$ cat config.mk
export PLATFORM = sky130hd
export DESIGN_NAME = olte_ctrl
export DESIGN_NICKNAME = d
export VERILOG_FILES = /design/src/hdl/olte_pkg.sv /design/src/hdl/olte_ctrl.sv
export SDC_FILE = /design/constraint.sdc
export NUM_CORES = 1
export LEC_CHECK = 0
export BUFFER_PORTS_ARGS = -buffer_cell sky130_fd_sc_hd__buf_4
export CAP_MARGIN = 20
export CORE_AREA = 2 2 39 41
export CTS_BUF_LIST = sky130_fd_sc_hd__clkbuf_4 sky130_fd_sc_hd__clkbuf_8
export DETAILED_ROUTE_END_ITERATION = 6
export DIE_AREA = 0 0 41 43
export PLACE_DENSITY_LB_ADDON = 0.3
export SLEW_MARGIN = 20
export SYNTH_ARGS = -nofsm -noshare
export SYNTH_HDL_FRONTEND = slang
export SYNTH_SLANG_ARGS = --single-unit
$ cat constraint.sdc
create_clock -name i_clk -period 2.2 [get_ports i_clk]
set_clock_uncertainty 0.1 [all_clocks]
set_input_delay 0.33 -clock i_clk [delete_from_list [all_inputs] [get_ports i_clk]]
set_output_delay 0.33 -clock i_clk [all_outputs]
set_load 0.01 [all_outputs]
$ cat src/hdl/olte_pkg.sv
// Shared types, codes and sizes for the ordered list table engine.
package olte_pkg;

    localparam int DEPTH   = 64;
    localparam int IDX_W   = $clog2(DEPTH);
    localparam int CNT_W   = $clog2(DEPTH + 1);
    localparam int OP_W    = 3;
    localparam int POS_W   = 7;
    localparam int VAL_W   = 32;
    localparam int ST_W    = 2;
    localparam int FPOS_W  = 6;
    localparam int ECNT_W  = 7;
    localparam int ENTRY_W = 2 * VAL_W;
    localparam int CMP_W   = (CNT_W > POS_W) ? CNT_W : POS_W;

    localparam logic [OP_W-1:0] OP_APPEND    = 3'd0;
    localparam logic [OP_W-1:0] OP_INSERT    = 3'd1;
    localparam logic [OP_W-1:0] OP_DELETE    = 3'd2;
    localparam logic [OP_W-1:0] OP_READ      = 3'd3;
    localparam logic [OP_W-1:0] OP_OVERWRITE = 3'd4;
    localparam logic [OP_W-1:0] OP_FIND      = 3'd5;

    localparam logic [ST_W-1:0] ST_OK       = 2'd0;
    localparam logic [ST_W-1:0] ST_RANGE    = 2'd1;
    localparam logic [ST_W-1:0] ST_FULL     = 2'd2;
    localparam logic [ST_W-1:0] ST_NOTFOUND = 2'd3;

    typedef struct packed {
        logic        [OP_W-1:0]  operation;
        logic        [POS_W-1:0] position;
        logic signed [VAL_W-1:0] value_real;
        logic signed [VAL_W-1:0] value_imag;
    } t_item;

    typedef struct packed {
        logic        [ST_W-1:0]   status;
        logic signed [VAL_W-1:0]  read_real;
        logic signed [VAL_W-1:0]  read_imag;
        logic        [FPOS_W-1:0] found_position;
        logic        [ECNT_W-1:0] entry_count;
    } t_result;

    // controller to datapath
    typedef struct packed {
        logic            load;
        logic            rd_en;
        logic            wr_en;
        logic            wr_from_ram;
        logic            idx_inc;
        logic            idx_dec;
        logic            cnt_inc;
        logic            cnt_dec;
        logic            done;
        logic [ST_W-1:0] status;
        logic            res_read;
        logic            res_found;
    } t_cmd;

    // datapath to controller
    typedef struct packed {
        logic [OP_W-1:0] op;
        logic            pos_gt_count;
        logic            pos_ge_count;
        logic            full;
        logic            idx_gt_pos;
        logic            idx_next_lt_count;
        logic            idx_lt_count;
        logic            match;
    } t_dp_status;

endpackage

$ cat src/hdl/olte_ctrl.sv
// Controller state machine: sequences checks, shifts, scans and results.
module olte_ctrl (
    input  logic               i_clk,
    input  logic               i_rst_n,
    input  logic               i_start,
    input  olte_pkg::t_dp_status i_status,
    output olte_pkg::t_cmd     o_cmd,
    output logic               o_busy
);
    import olte_pkg::*;

    localparam logic [2:0] S_IDLE    = 3'd0;
    localparam logic [2:0] S_CHECK   = 3'd1;
    localparam logic [2:0] S_STEP_RD = 3'd2;
    localparam logic [2:0] S_STEP_WR = 3'd3;
    localparam logic [2:0] S_READ    = 3'd4;

    logic [2:0] r_state;
    logic [2:0] n_state;
    t_cmd       cmd;

    always_ff @(posedge i_clk) begin
        if (!i_rst_n) begin
            r_state <= S_IDLE;
        end else begin
            r_state <= n_state;
        end
    end

    always_comb begin
        n_state = r_state;
        cmd     = '0;
        cmd.status = ST_OK;
        case (r_state)
            S_IDLE: begin
                if (i_start) begin
                    cmd.load = 1'b1;
                    n_state  = S_CHECK;
                end
            end
            S_CHECK: begin
                case (i_status.op)
                    OP_APPEND: begin
                        n_state  = S_IDLE;
                        cmd.done = 1'b1;
                        if (i_status.full) begin
                            cmd.status = ST_FULL;
                        end else begin
                            cmd.wr_en   = 1'b1;
                            cmd.cnt_inc = 1'b1;
                        end
                    end
                    OP_INSERT: begin
                        if (i_status.pos_gt_count) begin
                            cmd.done   = 1'b1;
                            cmd.status = ST_RANGE;
                            n_state    = S_IDLE;
                        end else if (i_status.full) begin
                            cmd.done   = 1'b1;
                            cmd.status = ST_FULL;
                            n_state    = S_IDLE;
                        end else begin
                            n_state = S_STEP_RD;
                        end
                    end
                    OP_DELETE: begin
                        if (i_status.pos_ge_count) begin
                            cmd.done   = 1'b1;
                            cmd.status = ST_RANGE;
                            n_state    = S_IDLE;
                        end else begin
                            n_state = S_STEP_RD;
                        end
                    end
                    OP_READ: begin
                        if (i_status.pos_ge_count) begin
                            cmd.done   = 1'b1;
                            cmd.status = ST_RANGE;
                            n_state    = S_IDLE;
                        end else begin
                            cmd.rd_en = 1'b1;
                            n_state   = S_READ;
                        end
                    end
                    OP_OVERWRITE: begin
                        cmd.done = 1'b1;
                        n_state  = S_IDLE;
                        if (i_status.pos_ge_count) begin
                            cmd.status = ST_RANGE;
                        end else begin
                            cmd.wr_en = 1'b1;
                        end
                    end
                    OP_FIND: begin
                        n_state = S_STEP_RD;
                    end
                    default: begin
                        cmd.done = 1'b1;
                        n_state  = S_IDLE;
                    end
                endcase
            end
            S_STEP_RD: begin
                case (i_status.op)
                    OP_INSERT: begin
                        if (i_status.idx_gt_pos) begin
                            cmd.rd_en = 1'b1;
                            n_state   = S_STEP_WR;
                        end else begin
                            // gap is open: drop the new value in
                            cmd.wr_en   = 1'b1;
                            cmd.cnt_inc = 1'b1;
                            cmd.done    = 1'b1;
                            n_state     = S_IDLE;
                        end
                    end
                    OP_DELETE: begin
                        if (i_status.idx_next_lt_count) begin
                            cmd.rd_en = 1'b1;
                            n_state   = S_STEP_WR;
                        end else begin
                            cmd.cnt_dec = 1'b1;
                            cmd.done    = 1'b1;
                            n_state     = S_IDLE;
                        end
                    end
                    default: begin
                        if (i_status.idx_lt_count) begin
                            cmd.rd_en = 1'b1;
                            n_state   = S_STEP_WR;
                        end else begin
                            cmd.done   = 1'b1;
                            cmd.status = ST_NOTFOUND;
                            n_state    = S_IDLE;
                        end
                    end
                endcase
            end
            S_STEP_WR: begin
                case (i_status.op)
                    OP_INSERT: begin
                        cmd.wr_en       = 1'b1;
                        cmd.wr_from_ram = 1'b1;
                        cmd.idx_dec     = 1'b1;
                        n_state         = S_STEP_RD;
                    end
                    OP_DELETE: begin
                        cmd.wr_en       = 1'b1;
                        cmd.wr_from_ram = 1'b1;
                        cmd.idx_inc     = 1'b1;
                        n_state         = S_STEP_RD;
                    end
                    default: begin
                        if (i_status.match) begin
                            cmd.done      = 1'b1;
                            cmd.res_found = 1'b1;
                            n_state       = S_IDLE;
                        end else begin
                            cmd.idx_inc = 1'b1;
                            n_state     = S_STEP_RD;
                        end
                    end
                endcase
            end
            S_READ: begin
                cmd.done     = 1'b1;
                cmd.res_read = 1'b1;
                n_state      = S_IDLE;
            end
            default: begin
                n_state = S_IDLE;
            end
        endcase
    end

    assign o_cmd  = cmd;
    assign o_busy = (r_state != S_IDLE);

endmodule

Word-level counts from Yosys, hierarchy flattened
Cells that the tools add are included.

Eq/ne operators: 10. Reduce and logical (&&, ||, !) cells: 5. Muxes and demuxes: 53.

Operators with widths (number): $mux 3 (8); $pmux 3 s4 (2); $mux 2 (11); $mux 1 (20); $eq 3x2->1 const B (4); $pmux 1 s2 (6); $eq 3x3->1 const B (3); $pmux 2 s4 (1); $eq 3x1->1 const B (2); $logic_not 3->1 (2); $pmux 1 s3 (2); $pmux 3 s2 (1); $pmux 1 s4 (1); $pmux 2 s2 (1); $reduce_or 2->1 (2); $reduce_bool 3->1 (1); $ne 2x2->1 const B (1).

Register bits after elaboration: 3. Output and inout port bits: 14. Logic and storage cells: 69. Input port bits: 13.

Longest topological paths before layout
Gate-level depths: netlist of run 1.

Depth in word-level cells: 4. Gate-level depth with buffers: 5. Mapped depth without buffers: 4.

Worst setup path before layout of run 1
Ideal clock, no wire load.

Kind: reg2out. Start: reg r_state[0]. End: out o_cmd[10] (netlist name). Data required time: 1.770 ns. Data arrival time: 1.260 ns. Path buffers: 1. Stages on the path, launching flop included: 6. Setup slack: 0.510 ns. Cells stage by stage: dfxtp_1 > buf_4 > nor3b_2 > a22oi_1 > nor2_1 > or3_1.

RTL lines: start: declaration (RTL line olte_ctrl.sv:18) `logic [2:0] r_state;`; start signal: assignment (RTL line olte_ctrl.sv:26) `r_state <= n_state;`; end: declaration (RTL line olte_ctrl.sv:7) `output olte_pkg::t_cmd o_cmd,`.

==> impl_metrics.toml, run 1 <==
[worst_setup_path]
worstPathArrival_ns = 1.61
criticalPathCategory = "reg -> out"
worstSetupStartpoint = "r_state[0]"
cp_max_fo = 9
rrSetupSlack_ns = 0.81
cp-end-kind = "primary output"
worstSetupStartpointType = "flip-flop"
r2r-start = "r_state[1]"
cp.required_ns = 1.77

[grt]
grt_max_degree = 14
grt-ovfl-total = 0
grt_pass1_vias = 480
antenna_found_initial = 0
grtUsageTotal_pct = 15.3
grt_first_pass_wirelength_um = 1950

[final_layout]
area_delta_synth_final_pct = 47.4
final_common_cell = "buf_4"
layout_common_cells = "buf_4 (26), nor2_1 (7), nor3_1 (5), o21ai_0 (5)"
antenna_cells = 0
largestRegisters = "r_state x3"
fillers = 148
largest_reg_flops = 3
drive_gt1_share_pct = 35.1
final_util_pct = 48.4
largest_register = "r_state"
finalNetCount = 108

[run_status]
status = "finished clean"

[yosys]
synth_compound_area_share_pct = 29.5
seq_area_frac_synth_pct = 13.2
ys_warn_count = 0
synth_top_family_by_area = "simple AND/OR/NAND/NOR gates"
yosys.area_share.simple_pct = 46.3
synth_nets = 82
synthXorXnorAreaFrac_pct = 1.93
syn_inst = 69
async_reset_ff_share_pct = 0
post_synth.cell_area_avg_um2 = 6.58
synthMuxAreaShare_pct = 0
synth_cell_types = 30
synth-edff-count = 0
synthFlopType = "dfxtp_1"
synthAdderAreaFrac_pct = 0
ys_seq_elements = 3
synth.cell_area_um2 = 454

[floorplan]
fp.dieH_um = 43
core-area_um2 = 1380
dieWidth_um = 41
die-area_um2 = 1760
rows = 14
start_util_pct = 32.8
ioPinCount = 27

[power_and_ir_drop]
irDropWorstVdd_v = 0.000127
powerDensity_nw_per_um2 = 367
p_leak_uw = 0.000292

[drt]
viasPerCell = 5.31
post_drt_wl_per_cell_um = 11.4
drc = 0
detail-route-antenna-nets = 0
first_pass_iters = 2
wl_um = 1250
via_count = 584
drtIter0Drc = 8

[clock_network]
numClockSinks = 3
hold_buffers = 0
cts_tree = "built"
cts-root-buf = "clkbuf_4"
clk_pin_slew_ns = 0.04
clock_latency_ns = 0.23
htree_levels = 1
cts_setup_buffers = 0
cts_resized = 0
cts_buffers = 3
clock_path_buffers = 2

[placement]
gp_congestion = 0.755
portBuffers = 26
hpwl_um = 995
post-place-ws_ns = 0.213

[timing]
final_max_slew_viol_count = 0
timing.fmax_mhz = 490
slew-limit-headroom_pct = 60.8
period_share_pct = 92.8
fin_hold_ws_ns = 0.251
fin_crit_ns = 2.04
rsz0062_at_grt = "no"
hold_viol_final = 0
worst_slew_pin_slew_ns = 0.581
tns_ns = 0
finalSetupViolCount = 0
finalWorstSetupSlack_ns = 0.158

[hold_path]
hp-class = "in -> reg"
min_from = "i_start"

[flow_run]
drv_cap = 0
[power breakdown]
part / internal, uW / total (uW) / switching [uW]
sequential: 56.2 / 59.2 / 2.95
clock: 80.2 / 108 / 27.4
combinational: 39.6 / 78.7 / 39.1
[routing by layer]
| metal | track usage [%] | part of all wire, % |
|---|---|---|
| met1 | 19.9 | 47 |
| met2 | 24.1 | 47 |
| met3 | 0.524 | 5.8 |
| met4 | 8.00 | 0 |
| met5 | 0 | 0 |
[cells in the mapped netlist, types with 3 or more instances]
master | instances | area share (%)
nand3_1 | 4 | 4.4
o21ai_0 | 5 | 5.5
nand2_1 | 3 | 2.5
nand3b_1 | 4 | 6.6
nor2_1 | 7 | 5.8
dfxtp_1 | 3 | 13
nor3_1 | 5 | 5.5
inv_1 | 3 | 2.5
nor3b_1 | 4 | 6.6
a21oi_1 | 4 | 4.4
[final cells by class]
type / count / area, um2 / area share [%]
Clock buffer: 4 / 30.0 / 4.49
Inverter: 3 / 11.3 / 1.68
Multi-Input combinational cell: 58 / 353 / 52.7
Sequential cell: 3 / 60.1 / 8.97
Tap cell: 16 / 20.0 / 2.99
Timing Repair Buffer: 26 / 195 / 29.2
[cell families (layout without fill, tap and decap cells)]
| group | after synthesis | after routing |
|---|---|---|
| and+or+nand+nor | 36 | 36 |
| AOI/OAI and AO/OA | 21 | 21 |
| buffers and inverters | 8 | 33 |
| DFF | 3 | 3 |
| xor gates and xnor gates | 1 | 1 |
[final timing paths]
check | to | cells past startpoint
hold / removal | r_state[0] | 3
setup / recovery | o_cmd[10] | 5
setup reg to reg | r_state[0] | 3
hold reg to reg | r_state[0] | 3
[stage by stage]
step,total power [uW],cells,cell area (um2)
5_1_grt,267,110,669
2_1_floorplan,106,69,454
4_1_cts,250,110,669
6_report,245,110,669
3_3_place_gp,138,106,639
3_5_place_dp,138,106,639
[critical path: stages (launching register included)]
cell and delay, ns:
dfxtp_1 0.45, nor3b_2 0.43, a22oi_1 0.12, nor2_1 0.14, or3_1 0.13, buf_4 0.11
No activity file was read; power rests on OpenSTA's default activity.
==> inputs of run 2 (changes only) <==
--- a/config.mk
+++ b/config.mk
@@ -5,12 +5,12 @@
 export SDC_FILE = /design/constraint.sdc
 export NUM_CORES = 1
 export LEC_CHECK = 0
-export BUFFER_PORTS_ARGS = -buffer_cell sky130_fd_sc_hd__buf_4
 export CAP_MARGIN = 20
 export CORE_AREA = 2 2 39 41
 export CTS_BUF_LIST = sky130_fd_sc_hd__clkbuf_4 sky130_fd_sc_hd__clkbuf_8
 export DETAILED_ROUTE_END_ITERATION = 6
 export DIE_AREA = 0 0 41 43
+export DONT_BUFFER_PORTS = 1
 export PLACE_DENSITY_LB_ADDON = 0.3
 export SLEW_MARGIN = 20
 export SYNTH_ARGS = -nofsm -noshare
==> impl_metrics.toml, run 2 (synthesized netlist as in run 1, its figures left out) <==
[worst_setup_path]
worstSetupStartpoint = "r_state[1]"
r2r_cells = 3
r2r_end = "r_state[0]"
cp_slowest_cell = "dfxtp_1"
crit_end = "o_cmd[10]"
r2r-start = "r_state[1]"
cp.depth = 4
path_cells = "nor3b_1 > a22oi_1 > nor2_1 > or3_1"
worstSetupStartpointType = "flip-flop"
criticalPathCategory = "reg -> out"
worstPathArrival_ns = 1.67
crit_family = "simple AND/OR/NAND/NOR gates"
path_buf_inv = 0
slowest_delay_ns = 0.47
cp.required_ns = 1.77
cp-end-kind = "primary output"
rrSetupSlack_ns = 0.81
cp_max_fo = 9

[grt]
grt_first_pass_wirelength_um = 1870
grt_max_degree = 14
grtUsageTotal_pct = 15.3
grt-ovfl-total = 0
antenna_found_initial = 0
grt_pass1_vias = 435

[final_layout]
antenna_cells = 0
drive_gt1_share_pct = 12.9
final_common_cell = "nor2_1"
largest_register = "r_state"
layout_common_cells = "nor2_1 (7), nor3_1 (5), o21ai_0 (5)"
finalNetCount = 84
fillers = 165
instances_no_fill = 86
largest_reg_flops = 3
largestRegisters = "r_state x3"
area_delta_synth_final_pct = 7.71

[flow_run]
drv_cap = 0

[clock_network]
htree_levels = 1
cts_setup_buffers = 0
cts_buffers = 3
cts-root-buf = "clkbuf_4"
hold_buffers = 0
cts_resized = 0
clk_pin_slew_ns = 0.04
numClockSinks = 3
clock_path_buffers = 2
clock_latency_ns = 0.23
cts_tree = "built"

[power_and_ir_drop]
powerDensity_nw_per_um2 = 435
p_sw_share_pct = 26.2
p_leak_uw = 0.000169
p_sw_uw = 55.7
p_comb_share_pct = 21.4
p_total_uw = 213
p_seq_share_pct = 27.8
pwr-share-clk_pct = 50.8
internal_power_uw = 157
irDropWorstVdd_v = 0.000117

[timing]
timing.fmax_mhz = 477
finalWorstSetupSlack_ns = 0.105
rsz0062_at_grt = "no"
worst_slew_pin_slew_ns = 0.565
hold_viol_final = 0
slew-limit-headroom_pct = 61.8
final_max_slew_viol_count = 0
period_share_pct = 95.2
tns_ns = 0
fin_crit_ns = 2.10
finalSetupViolCount = 0

[drt]
wl_um = 1260
first_pass_iters = 7
viasPerCell = 5.79
drc = 0
post_drt_wl_per_cell_um = 14.7
drtIter0Drc = 10
via_count = 498
detail-route-antenna-nets = 0

[floorplan]
fp.dieH_um = 43
die-area_um2 = 1760
core-area_um2 = 1380
dieWidth_um = 41
ioPinCount = 27
start_util_pct = 32.8
rows = 14

[placement]
hpwl_um = 979
dpl.cell_count = 82
post-place-ws_ns = 0.353
gp_congestion = 0.729
portBuffers = 0

[hold_path]
hp-class = "in -> reg"
hold_depth = 2
min_from = "i_start"

[run_status]
status = "finished clean"
run 2: changes by cell type in the layout (fill, tap and decap cells not counted), sizes merged:
cell / previous run / this run
buf: 26 / 2
run 2: worst min-delay path by stage:
stage                       endpoint  slack [ns]
after global routing      r_state[0]        0.18
after floorplan           r_state[0]        0.37
final                     r_state[0]        0.17
after detailed placement  r_state[0]        0.40
after CTS                 r_state[0]        0.16
after global placement    r_state[0]        0.39
run 2: layout make-up:
type	instances	area, um2	area share (%)
Timing Repair Buffer	2	15.0	3.07
Inverter	3	11.3	2.30
Multi-Input combinational cell	58	353	72.1
Tap cell	16	20.0	4.09
Sequential cell	3	60.1	12.3
Clock buffer	4	30.0	6.14
run 2: through the flow:
step,util (%),hold WS [ns],area [um2]
after global placement,33.2,0.387,459
after CTS,35.4,0.156,489
after global routing,35.4,0.181,489
after floorplan,-,0.369,454
final,35.4,0.165,489
after detailed placement,33.2,0.403,459
run 2: worst register-to-register path, delay by kind of cell, from the launching register on:
| family | cells | cell delay, ns |
|---|---|---|
| and+or+nand+nor | 2 | 0.56 |
| DFF | 1 | 0.47 |
| AOI/OAI and AO/OA | 1 | 0.18 |
run 2: power groups by stage:
stage / sequential, uW / clock, uW / combinational, uW
6_report: 59.3 / 108 / 45.5
5_1_grt: 59.6 / 117 / 51.0
4_1_cts: 59.1 / 113 / 45.8
3_5_place_dp: 60.0 / 0 / 45.5
3_3_place_gp: 59.8 / 0 / 45.3
2_1_floorplan: 57.3 / 0 / 48.5
run 2: metal layers:
| metal | part of all wire (%) | global-route usage (%) |
|---|---|---|
| met5 | 0 | 0 |
| met4 | 0 | 8.00 |
| met3 | 11 | 5.24 |
| met2 | 45 | 22.2 |
| met1 | 43 | 19.1 |
==> inputs of run 3 (changes only) <==
==> constraint.sdc (replaced) <==
create_clock -name i_clk -period 2.2 [get_ports i_clk]
set_clock_uncertainty 0.1 [all_clocks]
set_input_delay 0.44 -clock i_clk [delete_from_list [all_inputs] [get_ports i_clk]]
set_output_delay 0.44 -clock i_clk [all_outputs]
set_load 0.01 [all_outputs]
==> impl_metrics.toml, run 3 (synthesized netlist as in run 1, its figures left out) <==
[run_status]
status = "finished clean"

[clock_network]
cts_buffers = 3
hold_buffers = 0
clk_pin_slew_ns = 0.04
htree_levels = 1
cts-root-buf = "clkbuf_4"
numClockSinks = 3
clock_path_buffers = 2
clock_latency_ns = 0.23
cts_tree = "built"

[grt]
grt.met2_usage_pct = 22.5
grt-ovfl-total = 0
grt_max_degree = 14
grtUsageTotal_pct = 15.7
met1_usage_pct = 20.1
use_met3_pct = 5.24
grt_first_pass_wirelength_um = 1940
grt_pass1_vias = 465
antenna_found_initial = 0
grt.busiest_layer = "met2"

[worst_setup_path]
crit_family = "simple AND/OR/NAND/NOR gates"
worstSetupStartpointType = "flip-flop"
worstPathArrival_ns = 1.53
cp.required_ns = 1.66
path_cells = "inv_1 > nand3_1 > nor3_1 > or3_1"
criticalPathCategory = "reg -> out"
cp_slowest_cell = "dfxtp_1"
path_buf_inv = 1
cp_max_fo = 7
cp-end-kind = "primary output"
slowest_delay_ns = 0.41

[timing]
fin_crit_ns = 2.07
hold_viol_final = 0
period_share_pct = 94.0
timing.fmax_mhz = 483
finalSetupViolCount = 0
slew-limit-headroom_pct = 57.3
finalWorstSetupSlack_ns = 0.132
final_max_slew_viol_count = 0
tns_ns = 0
rsz0062_at_grt = "no"
worst_slew_pin_slew_ns = 0.633

[floorplan]
dieWidth_um = 41
ioPinCount = 27
fp.dieH_um = 43
rows = 14
start_util_pct = 32.8
core-area_um2 = 1380
die-area_um2 = 1760

[final_layout]
antenna_cells = 0
final_common_cell = "nor2_1"
largest_register = "r_state"
largestRegisters = "r_state x3"
multi_input_area_um2 = 358
fillers = 153
largest_reg_flops = 3
area_delta_synth_final_pct = 13.8
seq_area_um2 = 60.1
layout_common_cells = "nor2_1 (7), nor3_1 (5), o21ai_0 (5), buf_4 (5)"
drive_gt1_share_pct = 17.8
finalNetCount = 87

[drt]
detail-route-antenna-nets = 0
drtIter0Drc = 7
drc = 0
wl_um = 1250
first_pass_iters = 4
via_count = 514
viasPerCell = 5.78
post_drt_wl_per_cell_um = 14.0

[power_and_ir_drop]
p_leak_uw = 0.000190
irDropWorstVdd_v = 0.000105
powerDensity_nw_per_um2 = 419

[placement]
hpwl_um = 981
gp_congestion = 0.695
post-place-ws_ns = 0.251
portBuffers = 0

[flow_run]
drv_cap = 0

[hold_path]
hp-class = "in -> reg"
[run 3: final cells by class]
cell class / instances / share of cell area [%]
multi-input combinational: 58 / 69.2
sequential: 3 / 11.6
timing repair buffer: 5 / 7.26
clock buffer: 4 / 5.81
tap: 16 / 3.87
inverter: 3 / 2.18
[run 3: power by group]
| part | internal (uW) | switching, uW |
|---|---|---|
| registers | 56.2 | 3.35 |
| logic | 21.5 | 24.4 |
| clock network | 80.4 | 30.6 |
[run 3: worst paths after layout]
| check | from | to | slack [ns] | depth (start not counted) |
|---|---|---|---|---|
| min reg2reg | r_state[1] | r_state[0] | 0.57 | 2 |
| max reg2reg | r_state[0] | r_state[0] | 0.82 | 2 |
| min | i_start | r_state[0] | 0.26 | 2 |
| max | r_state[2] | o_cmd[10] | 0.13 | 4 |
[run 3: through the flow]
| stage | hold slack [ns] | area (um2) | total power (uW) | cells | util [%] |
|---|---|---|---|---|---|
| 3_5_place_dp | 0.497 | 482 | 106 | 85 | 34.8 |
| 4_1_cts | 0.257 | 512 | 219 | 89 | 37.0 |
| 5_1_grt | 0.277 | 517 | 233 | 89 | 37.3 |
| 3_3_place_gp | 0.498 | 482 | 106 | 85 | 34.8 |
| 2_1_floorplan | 0.479 | 454 | 106 | 69 | - |
| 6_report | 0.262 | 517 | 216 | 89 | 37.3 |
[run 3: timing repair]
action                     CTS  global route
hold endpoints to repair     0             0
setup buffers                0             0
gates resized for setup      0             1
setup endpoints to repair    0             2
[run 3: routing by layer]
layer	up-vias	part of all wire, %
met1	227	44
met3	0	10
met2	25	46
met5	-	0
met4	0	0
li1	262	-
